## src/sv/kwpr_pkg.sv

```systemverilog
`default_nettype none

package kwpr_pkg;

    // high nibble of data byte 1
    localparam logic [3:0] NIB_SINGLE = 4'h0;
    localparam logic [3:0] NIB_FIRST  = 4'h1;
    localparam logic [3:0] NIB_CONSEC = 4'h2;
    localparam logic [3:0] NIB_FLOW   = 4'h3;

    typedef enum logic [2:0] {
        KIND_SINGLE  = 3'd0,
        KIND_FIRST   = 3'd1,
        KIND_CONSEC  = 3'd2,
        KIND_FLOW    = 3'd3,
        KIND_INVALID = 3'd4
    } t_kind;

    // payload byte slots per frame kind
    localparam int          NUM_SLOTS    = 6;
    localparam logic [2:0]  SF_MAX_BYTES = 3'd5;
    localparam logic [2:0]  FF_SLOTS     = 3'd4;
    localparam logic [2:0]  CF_SLOTS     = 3'd6;

    localparam logic [11:0] RST_MSG_LEN     = 12'd2;
    localparam logic [11:0] RST_PAYLOAD_LEN = 12'd1;

    typedef struct packed {
        logic [10:0] can_id;
        logic [7:0]  data_0;
        logic [7:0]  data_1;
        logic [7:0]  data_2;
        logic [7:0]  data_3;
        logic [7:0]  data_4;
        logic [7:0]  data_5;
        logic [7:0]  data_6;
        logic [7:0]  data_7;
    } t_frame;

    typedef struct packed {
        t_kind       frame_kind;
        logic [7:0]  sender_addr;
        logic [7:0]  target_addr;
        logic [7:0]  service_id;
        logic [11:0] message_length;
        logic        byte_valid;
        logic [11:0] byte_index;
        logic [7:0]  byte_value;
        logic        message_complete;
        logic        sequence_error;
        logic        last;
    } t_result;

    // one classified frame, waiting to be serialized
    typedef struct packed {
        t_kind                          kind;
        logic [7:0]                     sender;
        logic [7:0]                     target;
        logic [7:0]                     sid;
        logic [11:0]                    msg_len;
        logic                           done;
        logic                           err;
        logic [11:0]                    start;
        logic [2:0]                     count;
        logic [NUM_SLOTS-1:0][7:0]      bytes;
    } t_desc;

    typedef struct packed {
        logic full;
        logic empty;
    } t_q_stat;

endpackage

`default_nettype wire

```

## src/sv/kwpr_ifs.sv

```systemverilog
`default_nettype none

interface kwpr_frame_if import kwpr_pkg::*; ();
    logic   valid;
    logic   ready;
    t_frame data;

    modport source (output valid, output data, input ready);
    modport sink   (input valid, input data, output ready);
endinterface

interface kwpr_result_if import kwpr_pkg::*; ();
    logic    valid;
    logic    ready;
    t_result data;

    modport source (output valid, output data, input ready);
    modport sink   (input valid, input data, output ready);
endinterface

`default_nettype wire

```

## src/sv/kwp_can_frame_reassembler.sv

```systemverilog
// channel   | dir | modport | carries
// ----------+-----+---------+-------------------------------------------
// i_frame   | in  | sink    | can id and eight data bytes, one frame
// o_result  | out | source  | one payload byte or a bare status result
//
// each frame yields max(1, new payload bytes) results, so 1 to 6 results, one
// per cycle while o_result is not stalled; the back end serializer sets this
// frames are classified and the reassembly state updated at the frame transfer
// a short descriptor queue lets frames be taken while results are stalled
// each result passes the descriptor queue and then the output register
// reset is synchronous active low and clears the state, queue and output valid
`default_nettype none

module kwp_can_frame_reassembler import kwpr_pkg::*; #(
    parameter int QUEUE_DEPTH = 2
) (
    input  wire logic     i_clk,
    input  wire logic     i_rst_n,
    kwpr_frame_if.sink    i_frame,
    kwpr_result_if.source o_result
);

    // front to queue
    logic    push;
    t_desc   push_desc;
    // queue to back
    logic    pop;
    t_desc   head_desc;
    t_q_stat q_stat;

    // front end: classify the frame, update reassembly state, build descriptor
    kwpr_front u_front (
        .i_clk    (i_clk),
        .i_rst_n  (i_rst_n),
        .i_frame  (i_frame),
        .i_q_stat (q_stat),
        .o_push   (push),
        .o_desc   (push_desc)
    );

    // descriptor queue decouples frame intake from result output
    kwpr_queue #(
        .DEPTH (QUEUE_DEPTH)
    ) u_queue (
        .i_clk   (i_clk),
        .i_rst_n (i_rst_n),
        .i_push  (push),
        .i_desc  (push_desc),
        .i_pop   (pop),
        .o_stat  (q_stat),
        .o_head  (head_desc)
    );

    // back end: walk the descriptor bytes into the output register
    kwpr_back u_back (
        .i_clk    (i_clk),
        .i_rst_n  (i_rst_n),
        .i_q_stat (q_stat),
        .i_head   (head_desc),
        .o_pop    (pop),
        .o_result (o_result)
    );

endmodule

`default_nettype wire

```

## src/sv/kwpr_front.sv

```systemverilog
`default_nettype none

module kwpr_front import kwpr_pkg::*; (
    input  wire logic   i_clk,
    input  wire logic   i_rst_n,
    kwpr_frame_if.sink  i_frame,
    input  wire t_q_stat i_q_stat,
    output logic        o_push,
    output t_desc       o_desc
);

    logic        r_rx_done, n_rx_done;
    logic [11:0] r_msg_len, n_msg_len;
    logic [11:0] r_payload_len, n_payload_len;
    logic [11:0] r_cursor, n_cursor;
    logic [7:0]  r_sid, n_sid;

    logic [3:0]  nib;
    t_kind       kind;
    logic [7:0]  sf_pl8;
    logic [2:0]  sf_pl;
    logic [11:0] ff_len;
    logic [11:0] ff_pl;
    logic [11:0] cf_rem;
    logic [2:0]  cnt;
    logic        err;

    assign i_frame.ready = !i_q_stat.full;
    assign o_push        = i_frame.valid && !i_q_stat.full;

    assign nib = i_frame.data.data_1[7:4];

    always_comb begin
        unique case (nib)
            NIB_SINGLE: kind = KIND_SINGLE;
            NIB_FIRST:  kind = KIND_FIRST;
            NIB_CONSEC: kind = KIND_CONSEC;
            NIB_FLOW:   kind = KIND_FLOW;
            default:    kind = KIND_INVALID;
        endcase
    end

    // single frame: length is the whole byte, payload clamped
    assign sf_pl8 = (i_frame.data.data_1 == 8'd0) ? 8'd0 : i_frame.data.data_1 - 8'd1;
    assign sf_pl  = (sf_pl8 > {5'd0, SF_MAX_BYTES}) ? SF_MAX_BYTES : sf_pl8[2:0];

    // first frame: 12-bit length across bytes 1 and 2
    assign ff_len = {i_frame.data.data_1[3:0], i_frame.data.data_2};
    assign ff_pl  = (ff_len == 12'd0) ? 12'd0 : ff_len - 12'd1;

    assign cf_rem = r_payload_len - r_cursor;

    always_comb begin
        n_rx_done     = r_rx_done;
        n_msg_len     = r_msg_len;
        n_payload_len = r_payload_len;
        n_cursor      = r_cursor;
        n_sid         = r_sid;
        cnt           = 3'd0;
        err           = 1'b0;
        o_desc.bytes  = {i_frame.data.data_2, i_frame.data.data_3, i_frame.data.data_4,
                         i_frame.data.data_5, i_frame.data.data_6, i_frame.data.data_7};
        o_desc.start  = 12'd0;

        case (kind)
            KIND_SINGLE: begin
                if (!r_rx_done) begin
                    err = 1'b1;
                end else begin
                    n_msg_len     = {4'd0, i_frame.data.data_1};
                    n_payload_len = {9'd0, sf_pl};
                    n_sid         = i_frame.data.data_2;
                    n_cursor      = {9'd0, sf_pl};
                    cnt           = sf_pl;
                end
                o_desc.bytes = {i_frame.data.data_3, i_frame.data.data_4,
                                i_frame.data.data_5, i_frame.data.data_6,
                                i_frame.data.data_7, 8'd0};
            end
            KIND_FIRST: begin
                if (!r_rx_done) begin
                    err = 1'b1;
                end else begin
                    n_msg_len     = ff_len;
                    n_payload_len = ff_pl;
                    n_sid         = i_frame.data.data_3;
                    if (ff_pl > {9'd0, FF_SLOTS}) begin
                        cnt       = FF_SLOTS;
                        n_rx_done = 1'b0;
                    end else begin
                        cnt       = ff_pl[2:0];
                    end
                    n_cursor = {9'd0, cnt};
                end
                o_desc.bytes = {i_frame.data.data_4, i_frame.data.data_5,
                                i_frame.data.data_6, i_frame.data.data_7, 16'd0};
            end
            KIND_CONSEC: begin
                if (r_rx_done) begin
                    err = 1'b1;
                end else begin
                    o_desc.start = r_cursor;
                    if (r_cursor >= r_payload_len) begin
                        n_rx_done = 1'b1;
                    end else if (cf_rem > {9'd0, CF_SLOTS}) begin
                        cnt = CF_SLOTS;
                    end else begin
                        cnt       = cf_rem[2:0];
                        n_rx_done = 1'b1;
                    end
                    n_cursor = r_cursor + {9'd0, cnt};
                end
            end
            default: begin
            end
        endcase

        // bytes are stored with the first byte in the top slot, NUM_SLOTS-1
        o_desc.kind    = kind;
        o_desc.sender  = i_frame.data.can_id[7:0];
        o_desc.target  = i_frame.data.data_0;
        o_desc.sid     = n_sid;
        o_desc.msg_len = n_msg_len;
        o_desc.done    = n_rx_done;
        o_desc.err     = err;
        o_desc.count   = cnt;
    end

    always_ff @(posedge i_clk) begin
        if (!i_rst_n) begin
            r_rx_done     <= 1'b1;
            r_msg_len     <= RST_MSG_LEN;
            r_payload_len <= RST_PAYLOAD_LEN;
            r_cursor      <= 12'd0;
            r_sid         <= 8'd0;
        end else if (o_push) begin
            r_rx_done     <= n_rx_done;
            r_msg_len     <= n_msg_len;
            r_payload_len <= n_payload_len;
            r_cursor      <= n_cursor;
            r_sid         <= n_sid;
        end
    end

endmodule

`default_nettype wire

```

## src/sv/kwpr_queue.sv

```systemverilog
`default_nettype none

module kwpr_queue import kwpr_pkg::*; #(
    parameter int DEPTH = 2
) (
    input  wire logic  i_clk,
    input  wire logic  i_rst_n,
    input  wire logic  i_push,
    input  wire t_desc i_desc,
    input  wire logic  i_pop,
    output t_q_stat    o_stat,
    output t_desc      o_head
);

    localparam int PTR_W = (DEPTH > 1) ? $clog2(DEPTH) : 1;
    localparam int CNT_W = $clog2(DEPTH + 1);
    localparam logic [PTR_W-1:0] LAST_PTR = PTR_W'(DEPTH - 1);
    localparam logic [CNT_W-1:0] FULL_CNT = CNT_W'(DEPTH);

    t_desc            r_mem [DEPTH];
    logic [PTR_W-1:0] r_wr, r_rd;
    logic [CNT_W-1:0] r_cnt;

    assign o_stat.full  = (r_cnt == FULL_CNT);
    assign o_stat.empty = (r_cnt == '0);
    assign o_head       = r_mem[r_rd];

    always_ff @(posedge i_clk) begin
        if (i_push) begin
            r_mem[r_wr] <= i_desc;
        end
    end

    always_ff @(posedge i_clk) begin
        if (!i_rst_n) begin
            r_wr  <= '0;
            r_rd  <= '0;
            r_cnt <= '0;
        end else begin
            if (i_push) begin
                r_wr <= (r_wr == LAST_PTR) ? '0 : r_wr + PTR_W'(1);
            end
            if (i_pop) begin
                r_rd <= (r_rd == LAST_PTR) ? '0 : r_rd + PTR_W'(1);
            end
            if (i_push && !i_pop) begin
                r_cnt <= r_cnt + CNT_W'(1);
            end else if (i_pop && !i_push) begin
                r_cnt <= r_cnt - CNT_W'(1);
            end
        end
    end

endmodule

`default_nettype wire

```

## src/sv/kwpr_back.sv

```systemverilog
`default_nettype none

module kwpr_back import kwpr_pkg::*; (
    input  wire logic    i_clk,
    input  wire logic    i_rst_n,
    input  wire t_q_stat i_q_stat,
    input  wire t_desc   i_head,
    output logic         o_pop,
    kwpr_result_if.source o_result
);

    logic [2:0] r_k;
    logic       r_valid;
    t_result    r_out;
    logic       load;
    logic       has_bytes;
    logic       is_last;

    assign load      = !i_q_stat.empty && (!r_valid || o_result.ready);
    assign has_bytes = (i_head.count != 3'd0);
    assign is_last   = !has_bytes || (r_k == i_head.count - 3'd1);
    assign o_pop     = load && is_last;

    assign o_result.valid = r_valid;
    assign o_result.data  = r_out;

    always_ff @(posedge i_clk) begin
        if (load) begin
            r_out.frame_kind       <= i_head.kind;
            r_out.sender_addr      <= i_head.sender;
            r_out.target_addr      <= i_head.target;
            r_out.service_id       <= i_head.sid;
            r_out.message_length   <= i_head.msg_len;
            r_out.byte_valid       <= has_bytes;
            r_out.byte_index       <= has_bytes ? i_head.start + {9'd0, r_k} : 12'd0;
            r_out.byte_value       <= has_bytes ? i_head.bytes[NUM_SLOTS-1-r_k] : 8'd0;
            r_out.message_complete <= i_head.done;
            r_out.sequence_error   <= i_head.err;
            r_out.last             <= is_last;
        end
    end

    always_ff @(posedge i_clk) begin
        if (!i_rst_n) begin
            r_valid <= 1'b0;
            r_k     <= 3'd0;
        end else begin
            if (load) begin
                r_valid <= 1'b1;
                r_k     <= is_last ? 3'd0 : r_k + 3'd1;
            end else if (o_result.ready) begin
                r_valid <= 1'b0;
            end
        end
    end

endmodule

`default_nettype wire

```

## src/flat_wrapper.sv

```systemverilog
// flat-port wrapper written by rule: the top's interface ports become plain ports
module kwp_can_frame_reassembler_flat import kwpr_pkg::*;
#(
    parameter int QUEUE_DEPTH = 2
)
  (i_clk, i_rst_n, i_frame_valid, i_frame_data, i_frame_ready, o_result_valid, o_result_data, o_result_ready);
  kwpr_frame_if i_frame_i ();
  kwpr_result_if o_result_i ();
  input  wire logic i_clk;
  input  wire logic i_rst_n;
  input wire logic [$bits(i_frame_i.valid)-1:0] i_frame_valid;
  input wire logic [$bits(i_frame_i.data)-1:0] i_frame_data;
  output wire logic [$bits(i_frame_i.ready)-1:0] i_frame_ready;
  output wire logic [$bits(o_result_i.valid)-1:0] o_result_valid;
  output wire logic [$bits(o_result_i.data)-1:0] o_result_data;
  input wire logic [$bits(o_result_i.ready)-1:0] o_result_ready;
  assign i_frame_i.valid = i_frame_valid;
  assign i_frame_i.data = i_frame_data;
  assign i_frame_ready = i_frame_i.ready;
  assign o_result_valid = o_result_i.valid;
  assign o_result_data = o_result_i.data;
  assign o_result_i.ready = o_result_ready;
  kwp_can_frame_reassembler #(.QUEUE_DEPTH(QUEUE_DEPTH)) u_core (.i_clk(i_clk), .i_rst_n(i_rst_n), .i_frame(i_frame_i), .o_result(o_result_i));
endmodule
```

## config.mk

```make
export PLATFORM = sky130hd
export DESIGN_NAME = kwp_can_frame_reassembler_flat
export DESIGN_NICKNAME = d
export VERILOG_FILES = /design/src/sv/kwpr_pkg.sv /design/src/sv/kwpr_ifs.sv /design/src/sv/kwp_can_frame_reassembler.sv /design/src/sv/kwpr_front.sv /design/src/sv/kwpr_queue.sv /design/src/sv/kwpr_back.sv /design/src/flat_wrapper.sv
export SDC_FILE = /design/constraint.sdc
export NUM_CORES = 1
export LEC_CHECK = 0
export BUFFER_PORTS_ARGS = -buffer_cell sky130_fd_sc_hd__clkbuf_2
export CAP_MARGIN = 5
export CORE_MARGIN = 2
export CORE_UTILIZATION = 35
export DETAILED_ROUTE_END_ITERATION = 12
export GPL_ROUTABILITY_DRIVEN = 0
export PLACE_DENSITY_LB_ADDON = 0.3
export SLEW_MARGIN = 20
export SYNTH_ARGS = -nofsm -noshare
export SYNTH_HDL_FRONTEND = slang
export SYNTH_HIERARCHICAL = 1
export SYNTH_SLANG_ARGS = --single-unit
export TNS_END_PERCENT = 50
```

## constraint.sdc

```tcl
create_clock -name i_clk -period 12.9 [get_ports i_clk]
set_input_delay 2.58 -clock i_clk [delete_from_list [all_inputs] [get_ports i_clk]]
set_output_delay 2.58 -clock i_clk [all_outputs]
set_load 0.005 [all_outputs]
```

# --- Yosys cells after proc, flatten, opt, wreduce, memory -nomap -nowiden ---
# Memory sizes are Yosys's and may differ from the RTL's. A register that Yosys moved wholly into a read port is not among the register bits.
# Cells that the tools add are included.
totals:
  ram_bits: 208
  input_bits: 79
  memories: 1
  word_cells: 125
  register_bits: 116
  out_inout_bits: 65
op_classes:
  n_reduce_logical: 26
  magnitude_cmp: 5
  add_sub_neg: 12
  n_eq_ne: 10
  mux: 50
mem_list:
  columns: ["name", "words", "width", "rd", "rd_ports_with_merged_regs", "wr", "line", "text"]
  rows:
  - ["u_core.u_queue.r_mem", 2, 104, 1, 1, 1, "kwpr_queue.sv:20", "t_desc r_mem [DEPTH];"]
op_table:
  columns: ["operator", "n"]
  rows:
  - ["two-way mux 12 bit", 9]
  - ["one-hot mux 48 bit (2 select lines)", 1]
  - ["one-hot mux 12 bit (2 select lines)", 2]
  - ["one-hot mux 12 bit (3 select lines)", 1]
  - ["less-than comparator 32 x 4 -> 1 bit (second input constant)", 1]
  - ["two-way mux 8 bit", 4]
  - ["two-way mux 3 bit", 10]
  - ["adder 12 x 3 -> 12 bit", 2]
  - ["binary-select mux 8 bit (select 3 bit)", 1]
  - ["> comparator 12 x 3 -> 1 bit (second input constant)", 2]
  - ["one-hot mux 8 bit (2 select lines)", 1]
  - ["two-way mux 1 bit", 15]
  - ["greater-or-equal comparator 12 bit", 1]
  - ["logical NOT 12 bit", 1]
  - ["one-hot mux 3 bit (4 select lines)", 1]
  - ["subtractor 12 x 1 -> 12 bit (second input constant)", 1]
  - ["subtractor 12 bit", 1]
  - ["one-hot mux 3 bit (3 select lines)", 1]
  - ["== test 4 x 2 -> 1 bit (second input constant)", 2]
  - ["> comparator 8 x 3 -> 1 bit (second input constant)", 1]
  - ["logical NOT 8 bit", 1]
  - ["subtractor 8 x 1 -> 8 bit (second input constant)", 1]
  - ["logical NOT 1 bit", 6]
  - ["!= test 2 bit (second input constant)", 3]
  - ["other kinds (23)", 34]

# --- Depth between registers and ports, before layout ---
depth:
  depth_word: 9
  depth_mapped: 20
  depth_no_buf: 20

# --- Modules after synthesis ---
# The synthesis kept the hierarchy.
by_module_without_submodules:
  columns: ["mod", "area_per_inst_um2", "seq_area_each_um2", "cells_each", "n_inst"]
  rows:
  - ["kwpr_queue", 7972.6, 6346.1, 346, 1]
  - ["kwpr_front", 4553.1, 900.9, 667, 1]
  - ["kwpr_back", 2935.3, 1971.9, 211, 1]

# --- Worst setup path after synthesis ---
# No wires, ideal clock.
synth_timing:
  path_type: "input to register"
  from: "in i_frame_valid"
  to: "mem u_core/u_queue/r_mem[0][0] in the netlist's numbering, enable pin"
  setup_time_ps: 581
  setup_slack_ps: 4487
  t_arrival_ps: 7833
  path_stages: 4
  n_path_buf: 1
  required_ps: 12319
  path_cell_list: "nand2b_1 -> clkinv_1 -> clkbuf_1 -> nor2b_1"
synth_between:
  elab_chain_len: 3
synth_rtl:
  columns: ["element", "line", "text"]
  rows:
  - ["start, declared", "flat_wrapper.sv:11", "input wire logic [$bits(i_frame_i.valid)-1:0] i_frame_valid;"]
  - ["logical AND 1 bit", "kwpr_front.sv:29", "assign o_push = i_frame.valid && !i_q_stat.full;"]
  - ["named net u_core.push", "kwp_can_frame_reassembler.sv:24", "logic push;"]
  - ["two-way mux 1 bit", "kwpr_queue.sv:29", "if (i_push) begin"]
  - ["two-way mux 1 bit (not written as such)", "kwpr_queue.sv:30", "r_mem[r_wr] <= i_desc;"]
  - ["end, declared", "kwpr_queue.sv:20", null]
# The timed path passes the listed nets, and every way through them passes these cells.

# --- Worst setup path after layout ---
layout_timing:
  from: "in i_frame_valid"
  to: "mem u_core/u_queue/r_mem[0][12] in the netlist's numbering, enable pin"
# Same word-level chain as after synthesis.

==> metrics.csv <==
metric,value,unit
layout_common_cells,"edfxtp_1 (271), clkbuf_2 (139), nand2_1 (127)",
cts-buffers-inserted,36,
final_common_cell,edfxtp_1,
io_buffers,140,
period_share,0.4063,
hold_start,u_core/u_front/r_msg_len[4],
area_delta_synth_final,14.47,%
dieArea,45870,sq um
combPwrFrac,0.253,
cts_tree,yes,
cp-end-kind,register,
syn_area,15460,sq um
ys_seq_elements,325,
dieWidth,214.2,um
synth_area_leaders,"edfxtp_1 (53%), dfxtp_1 (7.0%), mux2_4 (5.8%)",
drc_errors,0,
rsz0062_at_grt,no,
critPathMaxFanout,48,
ys_seq_area_frac,0.5963,
hpwl,24510,um
syn_inst,1224,
cts_max_level,2,
drt-total-wl,36460,um
skew,14.17,ps
core,43930,sq um
drt-initial-drc-count,706,
crit_start,i_frame_valid,
syn_nets,1331,
p_sw,0.9808,mW
finalSetupViolCount,0,
dieHeight,214.2,um
overflow,0,
max_cap_violations,0,
async_flop_share,0,
root_buffer,clkbuf_16,
synth_edf_count,271,
hold_viol,0,
relSlewSlack,0.3016,
power.internal,2.432,mW
p_per_area,192.8,nW/um^2
yosysUniqueCellTypes,76,
p_leak,6.554,nW
cp_cell_sequence,"clkbuf_2, nand2b_1, buf_4, clkinv_1, nor2b_4, buf_4, buf_4",
yosysTopAreaCell,edfxtp_1,
status,finished clean,
crit_slowest_cell,nor2b_4,
initial_core_util,0.3519,
dr.pass1.iters,6,
antenna_found_initial,6,
grt_max_degree,58,
yosys_warnings,6,
ys.flop_type,edfxtp_1,
num_rows,77,
timing.rr.start,u_core/u_front/r_cursor[0],
viasPerCell,5.045,
pwr-share-seq,0.445,
layout_min_cycle_time,5241,ps
grt_pass1_wl,56770,um
cts_hold_buf,0,
avgSynthCellArea,12.63,sq um
ir_worst_vdd,0.0001035,V
insertion_delay,530,ps
final_layout_size_suffix_gt1_frac,0.2483,
start_kind,input pin,
routed-via-count,9838,
worst_pin_slew,1047,ps
grt_usage,0.1573,
cts_resized,0,
stdcell_area,17700,sq um
io_pins,144,
fmax,0.1908,GHz
final_nets,1436,
synth_top_area_share,0.5263,
cts_max_path_buffers,3,
crit_type,in2reg,
drv_slew,0,
place_area,16510,sq um
p_clk_frac,0.302,
drtAntennaViolNets,0,
max_stage_delay,710,ps
wl_per_cell,18.70,um
clkTransAtPathRegs,60,ps
critical_path_required,13050,ps
cts_setup_buffers,0,
switching_share,0.2874,
tns,0,ps
crit_top_cell,buf_4,
hp-class,reg2reg,
worstPathArrival,5390,ps
grt_pass1_vias,10010,
hold-worst-slack,455.3,ps
cts.sinks,325,
-- per-stage QoR --
step / setup slack, ps / total power, mW / util / std cells
after global routing: 7476 / 3.585 / 0.4028 / 1949
final: 7659 / 3.413 / 0.4029 / 1950
after global placement: 7076 / 2.410 / 0.3757 / 1883
after floorplan: 4487 / 2.149 / - / 1224
after detailed placement: 7063 / 2.423 / 0.3757 / 1883
after CTS: 7612 / 3.469 / 0.4027 / 1949
-- kinds of logic (layout without fill, tap and decap cells) --
group | after synthesis | after routing | share of synthesized area
flops | 325 | 325 | 0.5963
simple gates | 324 | 324 | 0.1003
compound gates | 217 | 217 | 0.08449
mux | 169 | 169 | 0.1334
buf+inv | 131 | 264 | 0.04443
xor+xnor | 30 | 30 | 0.01699
fa+ha+maj | 28 | 28 | 0.02412
other cells | 0 | 1 | 0
-- cell usage after synthesis, drive strengths merged, types with 23 or more instances --
cell type  count
edfxtp       271
mux2i         62
buf           46
mux2         106
nand2        127
ha            25
o21ai         89
nor3          23
clkbuf        40
a21oi         63
nor2          69
dfxtp         54
inv           44
-- registers in the layout (all words and copies together) (netlist names), named ones only --
register	cells
u_core/u_front/r_msg_len	12
u_core/u_back/o_result.valid	1
u_core/u_queue/r_cnt	2
u_core/u_queue/r_rd	1
u_core/u_back/o_result.data	63
u_core/u_back/r_k	3
u_core/u_front/r_sid	8
u_core/u_front/r_cursor	12
u_core/u_front/r_payload_len	12
u_core/u_front/r_rx_done	1
u_core/u_queue/r_wr	1
u_core/u_queue/r_mem	208
-- path summary, 6_finish.rpt --
path / to / slack [ps] / depth (start not counted)
max: u_core/u_queue/r_mem[0][12] / 7660 / 7
min: u_core/u_front/r_msg_len[4] / 460 / 2
max reg2reg: u_core/u_front/r_cursor[10] / 8010 / 19
min reg2reg: u_core/u_front/r_msg_len[4] / 460 / 2
-- metal layers --
metal,global-route usage,share of wire
met5,0,0.0017
met4,0.04838,0.025
met2,0.2635,0.48
met1,0.2030,0.44
met3,0.03546,0.052
-- power groups by stage --
stage	Combinational [mW]	Sequential (mW)	Clock, mW
CTS	0.879	1.53	1.06
global route	0.946	1.54	1.09
floorplan	0.626	1.52	0
finish	0.862	1.52	1.03
detailed placement	0.876	1.55	0
global placement	0.869	1.54	0
-- worst max-delay path, delay by kind of cell --
family	cells	cell delay, ps
simple gates	2	750
buf+inv	5	1980
-- layout make-up --
| type | instances | area [sq um] |
|---|---|---|
| Antenna cell | 1 | 2.502 |
| Clock buffer | 47 | 983.4 |
| Clock inverter | 19 | 202.7 |
| Fill cell | 4136 | 26230 |
| Inverter | 45 | 168.9 |
| Multi-Input combinational cell | 768 | 5577 |
| Sequential cell | 325 | 9223 |
| Tap cell | 592 | 740.7 |
| Timing Repair Buffer | 153 | 800.8 |
No activity file was read; power rests on OpenSTA's default activity.
